<file path="config.mk">
export PLATFORM = sky130hd
export DESIGN_NAME = led_pattern_sequencer_core
export DESIGN_NICKNAME = d
export VERILOG_FILES = /design/src/rtl/core/lps_pkg.sv /design/src/rtl/core/lps_dimmer.sv /design/src/rtl/core/lps_engine.sv /design/src/rtl/core/led_pattern_sequencer_core.sv
export VERILOG_INCLUDE_DIRS = /design/src /design/src/rtl/core
export SDC_FILE = /design/constraint.sdc
export NUM_CORES = 1
export LEC_CHECK = 0
export BUFFER_PORTS_ARGS = -buffer_cell sky130_fd_sc_hd__buf_2
export CORE_MARGIN = 10
export CORE_UTILIZATION = 30
export CTS_CLUSTER_SIZE = 24
export DETAILED_ROUTE_END_ITERATION = 8
export HOLD_SLACK_MARGIN = 0.02
export PLACE_DENSITY = 0.55
export SETUP_SLACK_MARGIN = 0.5
export SYNTH_ARGS = -nofsm -noshare
export SYNTH_HDL_FRONTEND = slang
export SYNTH_HIERARCHICAL = 1
export SYNTH_SLANG_ARGS = --single-unit
</file>
<file path="constraint.sdc">
create_clock -name clock -period 18.7 [get_ports clock]
set_clock_uncertainty 0.1 [all_clocks]
set_input_delay 2.805 -clock clock [delete_from_list [all_inputs] [get_ports clock]]
set_output_delay 2.805 -clock clock [all_outputs]
set_load 0.005 [all_outputs]
</file>
<file path="src/rtl/core/assert_macros.svh">
// assertion helpers shared by the rtl
`ifndef ASSERT_MACROS_SVH
`define ASSERT_MACROS_SVH
`ifndef SYNTHESIS
`define ASSERT_IMPLY(label, clk, rst, ante, cons) \
   label: assert property (@(posedge clk) disable iff (rst) (ante) |-> (cons)) \
      else $error("assertion failed: implication");
`define ASSERT_NEXT(label, clk, rst, ante, cons) \
   label: assert property (@(posedge clk) disable iff (rst) (ante) |=> (cons)) \
      else $error("assertion failed: next cycle");
`else
`define ASSERT_IMPLY(label, clk, rst, ante, cons)
`define ASSERT_NEXT(label, clk, rst, ante, cons)
`endif
`endif

</file>
<file path="src/rtl/core/lps_pkg.sv">
`timescale 1ns / 1ps
// ----------------------------------------------------------------------------
// lps_pkg
// shared types, constants and tables of the led pattern sequencer
// ----------------------------------------------------------------------------
package lps_pkg;

   localparam int PULSE_STEPS = 63;
   localparam int STEP_WIDTH  = 16;
   localparam int PULSE_IDX_W = $clog2(PULSE_STEPS);
   localparam int SOS_LEN     = 26;
   localparam int SOS_IDX_W   = 5;

   localparam logic [15:0] PER_PULSE = 16'd20;
   localparam logic [15:0] PER_SOS   = 16'd200;
   localparam logic [15:0] PER_DUAL  = 16'd250;

   localparam logic [SOS_LEN-1:0] SOS_BITS = 26'b00_0010_1010_0110_1101_1001_0101;

   typedef enum logic [3:0] {
      PAT_OFF     = 4'd0,
      PAT_ON      = 4'd1,
      PAT_SLOW    = 4'd2,
      PAT_FAST    = 4'd3,
      PAT_VFAST   = 4'd4,
      PAT_PULSE   = 4'd5,
      PAT_HEART   = 4'd6,
      PAT_SOS     = 4'd7,
      PAT_STARTUP = 4'd8,
      PAT_DUAL    = 4'd9
   } pattern_type;

   typedef enum logic [2:0] {
      REG_PATTERN   = 3'd0,
      REG_PRIMARY   = 3'd1,
      REG_SECONDARY = 3'd2,
      REG_ENABLE    = 3'd3,
      REG_RGB       = 3'd4,
      REG_SLOW      = 3'd5,
      REG_FAST      = 3'd6,
      REG_VFAST     = 3'd7
   } reg_index_type;

   typedef struct packed {
      logic [3:0]  pattern;
      logic [23:0] primary;
      logic [23:0] secondary;
      logic        enabled;
      logic        rgb_present;
      logic [15:0] slow_period;
      logic [15:0] fast_period;
      logic [15:0] vfast_period;
   } cfg_type;

   typedef struct packed {
      logic       rgb_written;
      logic [7:0] blue;
      logic [7:0] green;
      logic [7:0] red;
      logic       user_written;
      logic       user_led_on;
   } rsp_type;

   function automatic logic sos_lit(input logic [SOS_IDX_W-1:0] idx);
      logic lit;
      lit = 1'b0;
      if (idx < SOS_IDX_W'(SOS_LEN)) begin
         lit = SOS_BITS[idx];
      end
      return lit;
   endfunction

   // floor((sin(k/10)+1)*127.5)
   function automatic logic [7:0] pulse_level(input logic [5:0] k);
      logic [7:0] b;
      case (k)
         6'd0:  b = 8'd127;  6'd1:  b = 8'd140;  6'd2:  b = 8'd152;  6'd3:  b = 8'd165;
         6'd4:  b = 8'd177;  6'd5:  b = 8'd188;  6'd6:  b = 8'd199;  6'd7:  b = 8'd209;
         6'd8:  b = 8'd218;  6'd9:  b = 8'd227;  6'd10: b = 8'd234;  6'd11: b = 8'd241;
         6'd12: b = 8'd246;  6'd13: b = 8'd250;  6'd14: b = 8'd253;  6'd15: b = 8'd254;
         6'd16: b = 8'd254;  6'd17: b = 8'd253;  6'd18: b = 8'd251;  6'd19: b = 8'd248;
         6'd20: b = 8'd243;  6'd21: b = 8'd237;  6'd22: b = 8'd230;  6'd23: b = 8'd222;
         6'd24: b = 8'd213;  6'd25: b = 8'd203;  6'd26: b = 8'd193;  6'd27: b = 8'd181;
         6'd28: b = 8'd170;  6'd29: b = 8'd158;  6'd30: b = 8'd145;  6'd31: b = 8'd132;
         6'd32: b = 8'd120;  6'd33: b = 8'd107;  6'd34: b = 8'd94;   6'd35: b = 8'd82;
         6'd36: b = 8'd71;   6'd37: b = 8'd59;   6'd38: b = 8'd49;   6'd39: b = 8'd39;
         6'd40: b = 8'd31;   6'd41: b = 8'd23;   6'd42: b = 8'd16;   6'd43: b = 8'd10;
         6'd44: b = 8'd6;    6'd45: b = 8'd2;    6'd46: b = 8'd0;    6'd47: b = 8'd0;
         6'd48: b = 8'd0;    6'd49: b = 8'd2;    6'd50: b = 8'd5;    6'd51: b = 8'd9;
         6'd52: b = 8'd14;   6'd53: b = 8'd21;   6'd54: b = 8'd28;   6'd55: b = 8'd37;
         6'd56: b = 8'd47;   6'd57: b = 8'd57;   6'd58: b = 8'd68;   6'd59: b = 8'd79;
         6'd60: b = 8'd91;   6'd61: b = 8'd104;  6'd62: b = 8'd116;  6'd63: b = 8'd129;
         default: b = 8'd0;
      endcase
      return b;
   endfunction

endpackage

</file>
<file path="src/rtl/core/lps_dimmer.sv">
`timescale 1ns / 1ps
// ----------------------------------------------------------------------------
// lps_dimmer
// scales each channel of a colour by a brightness, c*b/255 rounded down
// ----------------------------------------------------------------------------
module lps_dimmer (
   input  logic [23:0] colour,
   input  logic [7:0]  level,
   output logic [23:0] dimmed
);
   import lps_pkg::*;

   logic [15:0] prod [3];
   logic [16:0] corr [3];

   always_comb begin
      for (int i = 0; i < 3; i++) begin
         prod[i] = 16'(colour[8*i +: 8]) * 16'(level);
         // exact floor(x/255) for x up to 255*255
         corr[i] = {1'b0, prod[i]} + 17'd1 + 17'(prod[i][15:8]);
         dimmed[8*i +: 8] = corr[i][15:8];
      end
   end

endmodule

</file>
<file path="src/rtl/core/lps_engine.sv">
`timescale 1ns / 1ps
// ----------------------------------------------------------------------------
// lps_engine
// pattern state registers and the per-tick next-state and result logic
// ----------------------------------------------------------------------------
module lps_engine (
   input  logic            clock,
   input  logic            reset,
   input  logic            fire,
   input  logic            clear,
   input  logic [7:0]      ms_passed,
   input  lps_pkg::cfg_type cfg,
   output logic            emit,
   output lps_pkg::rsp_type result
);
   import lps_pkg::*;

   logic [15:0]            elapsed_ff;
   logic [STEP_WIDTH-1:0]  step_ff;
   logic [SOS_IDX_W-1:0]   sos_ff;
   logic [PULSE_IDX_W-1:0] pulse_ff;
   logic                   done_ff;

   logic [16:0] elapsed_sum;
   logic [15:0] elapsed_in;
   logic [3:0]  code;
   logic        hit;
   logic        advance;
   logic        done_set;
   logic [23:0] user_col;
   logic [23:0] rgb_col;
   logic [23:0] dim_primary;
   logic [23:0] dim_secondary;
   logic [7:0]  level;
   logic [15:0] period;
   logic        heart_lit;
   logic [9:0]  user_sum;

   assign elapsed_sum = {1'b0, elapsed_ff} + 17'(ms_passed);
   assign elapsed_in  = elapsed_sum[16] ? 16'hFFFF : elapsed_sum[15:0];
   assign code        = done_ff ? PAT_OFF : cfg.pattern;
   assign level       = pulse_level(6'(pulse_ff));
   assign heart_lit   = (step_ff[2:0] == 3'd0) || (step_ff[2:0] == 3'd2);

   lps_dimmer u_dim_primary (
      .colour (cfg.primary),
      .level  (level),
      .dimmed (dim_primary)
   );

   lps_dimmer u_dim_secondary (
      .colour (cfg.secondary),
      .level  (level),
      .dimmed (dim_secondary)
   );

   always_comb begin
      hit      = 1'b0;
      advance  = 1'b0;
      done_set = 1'b0;
      user_col = '0;
      rgb_col  = '0;
      period   = cfg.slow_period;
      case (code)
         PAT_OFF: begin
            hit = 1'b1;
         end
         PAT_ON: begin
            hit      = 1'b1;
            user_col = cfg.primary;
            rgb_col  = cfg.secondary;
         end
         PAT_PULSE: begin
            advance  = elapsed_in > PER_PULSE;
            user_col = dim_primary;
            rgb_col  = dim_secondary;
         end
         PAT_HEART: begin
            advance  = elapsed_in > cfg.fast_period;
            user_col = heart_lit ? cfg.primary : 24'd0;
            rgb_col  = heart_lit ? cfg.secondary : 24'd0;
         end
         PAT_SOS: begin
            advance  = elapsed_in > PER_SOS;
            user_col = sos_lit(sos_ff) ? cfg.primary : 24'd0;
            rgb_col  = sos_lit(sos_ff) ? cfg.secondary : 24'd0;
         end
         PAT_STARTUP: begin
            advance = elapsed_in > cfg.fast_period;
            if (step_ff < STEP_WIDTH'(10)) begin
               user_col = step_ff[0] ? 24'd0 : cfg.primary;
               rgb_col  = step_ff[0] ? cfg.secondary : 24'd0;
            end else if (step_ff < STEP_WIDTH'(15)) begin
               user_col = cfg.primary;
               rgb_col  = cfg.secondary;
            end else begin
               done_set = advance;
            end
         end
         PAT_DUAL: begin
            advance  = elapsed_in > PER_DUAL;
            user_col = step_ff[1] ? 24'd0 : cfg.primary;
            rgb_col  = step_ff[1] ? cfg.secondary : 24'd0;
         end
         default: begin
            if (code == PAT_FAST) begin
               period = cfg.fast_period;
            end else if (code == PAT_VFAST) begin
               period = cfg.vfast_period;
            end
            advance  = elapsed_in > period;
            user_col = step_ff[0] ? 24'd0 : cfg.primary;
            rgb_col  = step_ff[0] ? 24'd0 : cfg.secondary;
         end
      endcase
   end

   assign user_sum = 10'(user_col[23:16]) + 10'(user_col[15:8]) + 10'(user_col[7:0]);
   assign emit     = cfg.enabled && (hit || advance);

   always_comb begin
      result.user_led_on  = user_sum >= 10'd3;
      result.user_written = 1'b1;
      result.rgb_written  = cfg.rgb_present;
      result.red          = cfg.rgb_present ? rgb_col[23:16] : 8'd0;
      result.green        = cfg.rgb_present ? rgb_col[15:8] : 8'd0;
      result.blue         = cfg.rgb_present ? rgb_col[7:0] : 8'd0;
   end

   always_ff @(posedge clock) begin
      if (reset || clear) begin
         elapsed_ff <= '0;
         step_ff    <= '0;
         sos_ff     <= '0;
         pulse_ff   <= '0;
         done_ff    <= 1'b0;
      end else if (fire) begin
         if (cfg.enabled && advance) begin
            elapsed_ff <= '0;
            step_ff    <= step_ff + STEP_WIDTH'(1);
            sos_ff     <= (sos_ff == SOS_IDX_W'(SOS_LEN - 1)) ? '0 : sos_ff + SOS_IDX_W'(1);
            pulse_ff   <= (pulse_ff == PULSE_IDX_W'(PULSE_STEPS - 1)) ? '0
                          : pulse_ff + PULSE_IDX_W'(1);
            if (done_set) begin
               done_ff <= 1'b1;
            end
         end else begin
            elapsed_ff <= elapsed_in;
         end
      end
   end

endmodule

</file>
<file path="src/rtl/core/led_pattern_sequencer_core.sv">
`timescale 1ns / 1ps
// ----------------------------------------------------------------------------
// led_pattern_sequencer_core
// tick-driven led pattern sequencer with user and rgb led results
// ----------------------------------------------------------------------------
// an input transfer passes the input register, then the result register, before its result transfer
// throughput: one tick per cycle while the result channel is not stalled, set by the input and result registers
// a tick that yields no result still takes one pass through the engine
// reset: synchronous, active high; config registers return to their defaults,
// pattern state clears and both channels empty
module led_pattern_sequencer_core (
   input  logic        clock,
   input  logic        reset,
   input  logic        req_tvalid,
   output logic        req_tready,
   input  logic [7:0]  req_tdata,   // ms_passed
   output logic        rsp_tvalid,
   input  logic        rsp_tready,
   // user_led_on, user_written, rgb_red, rgb_green, rgb_blue, rgb_written
   output logic [31:0] rsp_tdata,
   input  logic        csr_we,
   input  logic [2:0]  csr_index,
   input  logic [23:0] csr_wdata
);
   import lps_pkg::*;

`include "assert_macros.svh"

   cfg_type    cfg_ff;
   logic       in_valid_ff;
   logic [7:0] in_ms_ff;
   logic       rsp_valid_ff;
   rsp_type    rsp_ff;
   logic       fire;
   logic       clear;
   logic       emit;
   rsp_type    result;

   assign fire       = in_valid_ff && (!rsp_valid_ff || rsp_tready);
   assign req_tready = !in_valid_ff || fire;
   assign clear      = csr_we && (csr_index == REG_PATTERN);
   assign rsp_tvalid = rsp_valid_ff;
   assign rsp_tdata  = {5'd0, rsp_ff};

   always_ff @(posedge clock) begin
      if (reset) begin
         cfg_ff.pattern      <= PAT_OFF;
         cfg_ff.primary      <= 24'hFFFFFF;
         cfg_ff.secondary    <= 24'h0000FF;
         cfg_ff.enabled      <= 1'b1;
         cfg_ff.rgb_present  <= 1'b0;
         cfg_ff.slow_period  <= 16'd1000;
         cfg_ff.fast_period  <= 16'd500;
         cfg_ff.vfast_period <= 16'd100;
      end else if (csr_we) begin
         case (csr_index)
            REG_PATTERN:   cfg_ff.pattern      <= csr_wdata[3:0];
            REG_PRIMARY:   cfg_ff.primary      <= csr_wdata;
            REG_SECONDARY: cfg_ff.secondary    <= csr_wdata;
            REG_ENABLE:    cfg_ff.enabled      <= csr_wdata[0];
            REG_RGB:       cfg_ff.rgb_present  <= csr_wdata[0];
            REG_SLOW:      cfg_ff.slow_period  <= csr_wdata[15:0];
            REG_FAST:      cfg_ff.fast_period  <= csr_wdata[15:0];
            REG_VFAST:     cfg_ff.vfast_period <= csr_wdata[15:0];
            default:       cfg_ff.pattern      <= cfg_ff.pattern;
         endcase
      end
   end

   always_ff @(posedge clock) begin
      if (reset) begin
         in_valid_ff <= 1'b0;
      end else if (req_tready) begin
         in_valid_ff <= req_tvalid;
      end
   end

   always_ff @(posedge clock) begin
      if (req_tready && req_tvalid) begin
         in_ms_ff <= req_tdata;
      end
   end

   lps_engine u_engine (
      .clock     (clock),
      .reset     (reset),
      .fire      (fire),
      .clear     (clear),
      .ms_passed (in_ms_ff),
      .cfg       (cfg_ff),
      .emit      (emit),
      .result    (result)
   );

   always_ff @(posedge clock) begin
      if (reset) begin
         rsp_valid_ff <= 1'b0;
      end else if (fire) begin
         rsp_valid_ff <= emit;
      end else if (rsp_tready) begin
         rsp_valid_ff <= 1'b0;
      end
   end

   always_ff @(posedge clock) begin
      if (fire && emit) begin
         rsp_ff <= result;
      end
   end

   `ASSERT_IMPLY(a_user_written, clock, reset, rsp_valid_ff, rsp_ff.user_written)
   `ASSERT_IMPLY(a_rgb_quiet, clock, reset, rsp_valid_ff && !rsp_ff.rgb_written, rsp_tdata[25:2] == 24'd0)
   `ASSERT_IMPLY(a_empty_ready, clock, reset, !in_valid_ff, req_tready)
   `ASSERT_NEXT(a_item_held, clock, reset, in_valid_ff && rsp_valid_ff && !rsp_tready, in_valid_ff)

endmodule
</file>
Word-level counts from Yosys, hierarchy flattened
Memories as Yosys holds them, arrays and structs flattened. A register that Yosys moved wholly into a read port is not among the register bits. Cells that the tools add are included.

Memories kept: 2. Word-level logic and storage cells: 142. Memory bits (read-only): 544. Flip-flop bits (word level): 182. Input bits: 40. Output and inout port bits: 34.

Memory list: (name not given) (words 64, width 8, rd ports 1, clocked after Yosys merged registers in 1, wr ports 0, line lps_pkg.sv:76) `case (k)`; (name not given) (words 32, width 1, rd ports 1, clocked after Yosys merged registers in 1, wr ports 0, line lps_pkg.sv:68) `lit = SOS_BITS[idx];`.

Add/subtract/negate cells: 18. Multiplexer cells: 37. Magnitude comparators: 10. Eq/ne operators: 18. Reduce and logical (&&, ||, !) cells: 30. Multipliers: 6.

Operators with widths (count): one-hot mux 24 bit (7 select lines) (2); two-way mux 24 bit (13); adder 16 x 1 -> 16 bit, second input constant (7); adder 16 x 8 -> 16 bit (6); multiplier 8 x 8 -> 16 bit (6); two-way mux 16 bit (5); greater-than comparator 16 bit (2); greater-than comparator 16 x 8 -> 1 bit, second input constant (2); less-than comparator 16 x 4 -> 1 bit, second input constant (2); two-way mux 6 bit (3); AND reduction 2 bit (9); adder 16 x 8 -> 17 bit (1); equality test 4 x 3 -> 1 bit, second input constant (4); greater-than comparator 16 x 5 -> 1 bit, second input constant (1); two-way mux 5 bit (3); equality test 3 bit, second input constant (4); adder 10 x 8 -> 10 bit (1); >= comparator 10 x 2 -> 1 bit, second input constant (1); adder 8 x 8 -> 9 bit (1); equality test 3 x 2 -> 1 bit, second input constant (3); two-way mux 1 bit (9); equality test 4 bit, second input constant (2); OR reduction 7 bit (1); adder 6 x 1 -> 6 bit, second input constant (1); 18 further kinds (30).

Logic depth before layout (Yosys ltp)
Word-level depth: 11. Gate-level depth with buffers: 36. Gate-level depth less buffers: 34.

Modules after synthesis
Netlist, hierarchy kept.

Modules (own cells, without submodules): lps_dimmer at u_engine.u_dim_primary (instances 1, cells an instance 898, seq. area each 0.0 µm², area an instance 7628.6 µm²); lps_dimmer at u_engine.u_dim_secondary (instances 1, cells an instance 905, seq. area each 0.0 µm², area an instance 7608.5 µm²); lps_engine (instances 1, cells an instance 868, seq. area each 1061.0 µm², area an instance 6452.4 µm²); led_pattern_sequencer_core (instances 1, cells an instance 446, seq. area each 3133.0 µm², area an instance 5266.3 µm²).

Least setup slack after synthesis
OpenSTA, ideal clock, no wires.

Kind: flip-flop to flip-flop. Start: register u_engine/level[7] (netlist name). End: register rsp_ff (netlist bit rsp_tdata[0]) (data pin). Path buffers: 2. Library setup time: 0.265 ns. Setup slack: 10.687 ns. Stages on the path, launching flop included: 35. Required time: 18.335 ns. Period minus slack after synthesis: 8.013 ns. Data arrival time: 7.648 ns. Cells stage by stage: dfxtp_1 -> clkbuf_1 -> nand2_1 -> fa_1 -> fa_1 -> inv_1 -> fa_1 -> inv_1 -> fa_1 -> inv_1 -> ha_1 -> a21oi_1 -> o211a_1 -> buf_6 -> mux2i_1 -> and2_1 -> ha_1 -> a21o_1 -> a21oi_1 -> nand4b_1 -> a41oi_1 -> a21o_1 -> o311a_1 -> nand2b_4 -> xnor2_2 -> a22oi_1 -> fa_1 -> inv_1 -> ha_1 -> inv_1 -> fa_1 -> xnor2_1 -> nor3_1 -> nand4_1 -> or3_1.

RTL lines: to (signal assigned) (line led_pattern_sequencer_core.sv:107) `rsp_ff <= result;`; to (decl) (line led_pattern_sequencer_core.sv:33) `rsp_type rsp_ff;`.

==> metrics.md <==
| Metric | Value |
|---|---|
| CTS tree | built |
| Core area | 88,800 µm² |
| Slew Limit Fails | 0 |
| Yosys warns | 6 |
| Max-cap viol count | 0 |
| CP max stage delay | 0.54 ns |
| Fraction of layout cells with a size suffix above 1 | under 10% |
| LEAKAGE | 12.9 nW |
| Number of synthesized flops with an enable pin | 35 |
| Vias in the first global route | between 20,000 and 25,000 |
| CTS max path bufs | 2 |
| Worst Path Max Fanout | between 40 and 50 |
| Commonest non-fill, non-tap cell in the layout | inv_1 |
| Number of vias per cell | 4.99 |
| Post-layout util | around a third |
| Area of the die | 102,000 µm² |
| Antenna violations before repair | 0 |
| Critical path class | flop to flop |
| Final TNS setup | 0 ns |
| Crit end category | flop |
| Synth top area share | 16.8% |
| PD cells | 80.4 nW/µm² |
| HP Class | flop to flop |
| Relative slew slack | 28.3% |
| Synth Flop Type | dfxtp_1 |
| Initial core utilization | 30.4% |
| Row count | about 110 |
| Critical-path top delay cell | fa_1 |
| Vias | 21,315 |
| RSZ-0062 raised after global routing | false |
| Count of input and output buffers | 68 |
| Fin area | about 29,000 µm² |
| GPL Wtd Cong | 0.849 |
| Placed inst area | 28,300 µm² |
| Worst-Skew Late Latency | about 0.48 ns |
| Clk sinks | 192 |
| Outcome | finished, final reports clean |
| Share of synthesized registers carrying an async set or reset | 0% |
| Final WL | around 71,000 µm |
| Antenna viol nets, final | 0 |
| Final HPWL DP | 54,200 µm |
| H-tree depth | 4 |
| Gr usage total | 13.8% |
| DRC viols | 0 |
| Total power | 2.32 mW |
| Area of the mapped netlist | 27,000 µm² |
| Reg2Reg Setup Slack | 9.81 ns |
| Cell type with the largest total area after synthesis | fa_1 |
| Slew @ Worst Pin | 1.05 ns |
| Fmax | approximately 110 MHz |
| Initial drt markers | 1,296 |
| DR WL/cell | 16.7 µm |
| CTS Root Cell | clkbuf_16 |
| I/O pin cnt | 74 |
| Leading post-synthesis cells by cell area | fa_1 (17%), ha_1 (14%), dfxtp_1 (12%) |
| Clock transition at path regs | 0.09 ns |
| Final period util | 47.5% |
| Setup violators final | 0 |
| TritonRoute pass-1 iters | 7 |
| # hold bufs at CTS | 0 |
| Syn_area_per_cell | 8.65 µm² |
| Die height | approximately 320 µm |
| Crit path top cell by count | fa_1 |
| Final Hold Vio Count | 0 |
| Setup Buffers After CTS | 0 |
| Final Net Count | 3,670 |
| Total CTS buffers | 17 |
| Largest net degree at the start of global routing | 99 |
| Min Hold Slack | between 0.3 and 0.4 ns |
| GR Overflow Total | 0 |
| Syn-to-layout area delta | 7.18% |
| Data arrival, critical path | 9.01 ns |
| First-pass GRT wire length | around 120,000 µm |
| Chip width | 320 µm |
| Synth cell types | 121 |
| FF+latch count, synth | 192 |
| Cells after Synth | 3,117 |
| Req. time, crit path | 18.82 ns |
| Sequential-to-total area share from yosys stat | 15.6% |
| CTS resizes | 0 |
| Max VDD drop | 73.2 µV |
| Startpoint types | flop |
| Final min period | 8.89 ns |
| Most frequent cells in the layout | inv_1 (366), and2_1 (334), ha_1 (312) |
## report_power, final
| part | total [mW] | internal [mW] | switching [mW] |
|---|---|---|---|
| Combinational | 1.50 | 0.624 | 0.872 |
| Clock | 0.385 | 0.183 | 0.202 |
| Sequential | 0.444 | 0.431 | 0.0132 |
## cell type report
type | count | area, µm²
repair buffers | 87 | 485
well taps | 1165 | 1460
clock buffers | 19 | 443
clock inverters | 13 | 143
fillers | 9376 | 59900
diodes | 1 | 2.50
flip-flops and latches | 192 | 4200
inverters | 372 | 1400
multi-input cells | 2422 | 20800
## kinds of logic after synthesis
kind of cell / share of synthesized area, %
simple gates: 22.4
buf+inv: 7.55
mux: 4.75
compound gates: 13.1
fa+ha+maj: 31.5
flops: 15.6
other cells: 0.0279
xor+xnor: 5.21
## path summary, 6_finish.rpt
check / startpoint / to / cells after the start
worst max register to register: u_engine/level[6] / rsp_tdata[0] / 33
worst min-delay path: u_engine/elapsed_ff[4] / u_engine/elapsed_ff[4] / 2
worst min register to register: u_engine/elapsed_ff[4] / u_engine/elapsed_ff[4] / 2
worst max-delay path: u_engine/level[6] / rsp_tdata[0] / 33
## sequential cells by signal (all words and copies together) (netlist names), named ones only
name / count
u_engine/done_ff: 1
u_engine/step_ff: 16
rsp_tvalid: 1
rsp_tdata: 27
u_engine/sos_ff: 5
u_engine/pulse_ff: 6
in_valid_ff: 1
u_engine/level: 8
in_ms_ff: 8
u_engine/elapsed_ff: 16
cfg_ff: 102
## stage by stage
step | setup WS (ns) | cells
2_1_floorplan | 10.69 | 3121
3_3_place_gp | 9.99 | 4238
3_5_place_dp | 9.89 | 4238
4_1_cts | 9.88 | 4270
5_1_grt | 9.31 | 4270
6_report | 9.81 | 4271
## cells in the mapped netlist (34+ instances only)
library cell / n
fa_1: 226
edfxtp_1: 35
nand2_1: 176
inv_1: 366
a21o_1: 41
dfxtp_1: 157
xor2_1: 51
a21oi_1: 141
nand4_1: 34
ha_1: 312
mux2i_1: 119
xnor2_1: 98
nor2b_1: 41
clkbuf_1: 87
and2_1: 334
nor2_1: 179
o21ai_0: 51
nand3_1: 98
a22oi_1: 47
nand2b_1: 108
## critical path: cells and delay by family, from the launching register on
kind	cells	cell delay (ns)
compound gates	8	2.00
flops	1	0.32
buf+inv	6	0.71
simple gates	7	1.21
mux	1	0.26
fa+ha+maj	9	3.80
xor+xnor	2	0.20
## layer usage
layer	routed length (µm)	vias up	share of wire [%]	global-route usage [%]
met1	35300	10447	50	19.5
met3	3300	39	4.6	2.17
li1	-	10456	-	-
met5	0	-	0	0
met4	702	0	0.98	2.14
met2	32000	373	45	22.4
(Power assumes the default switching activity.)
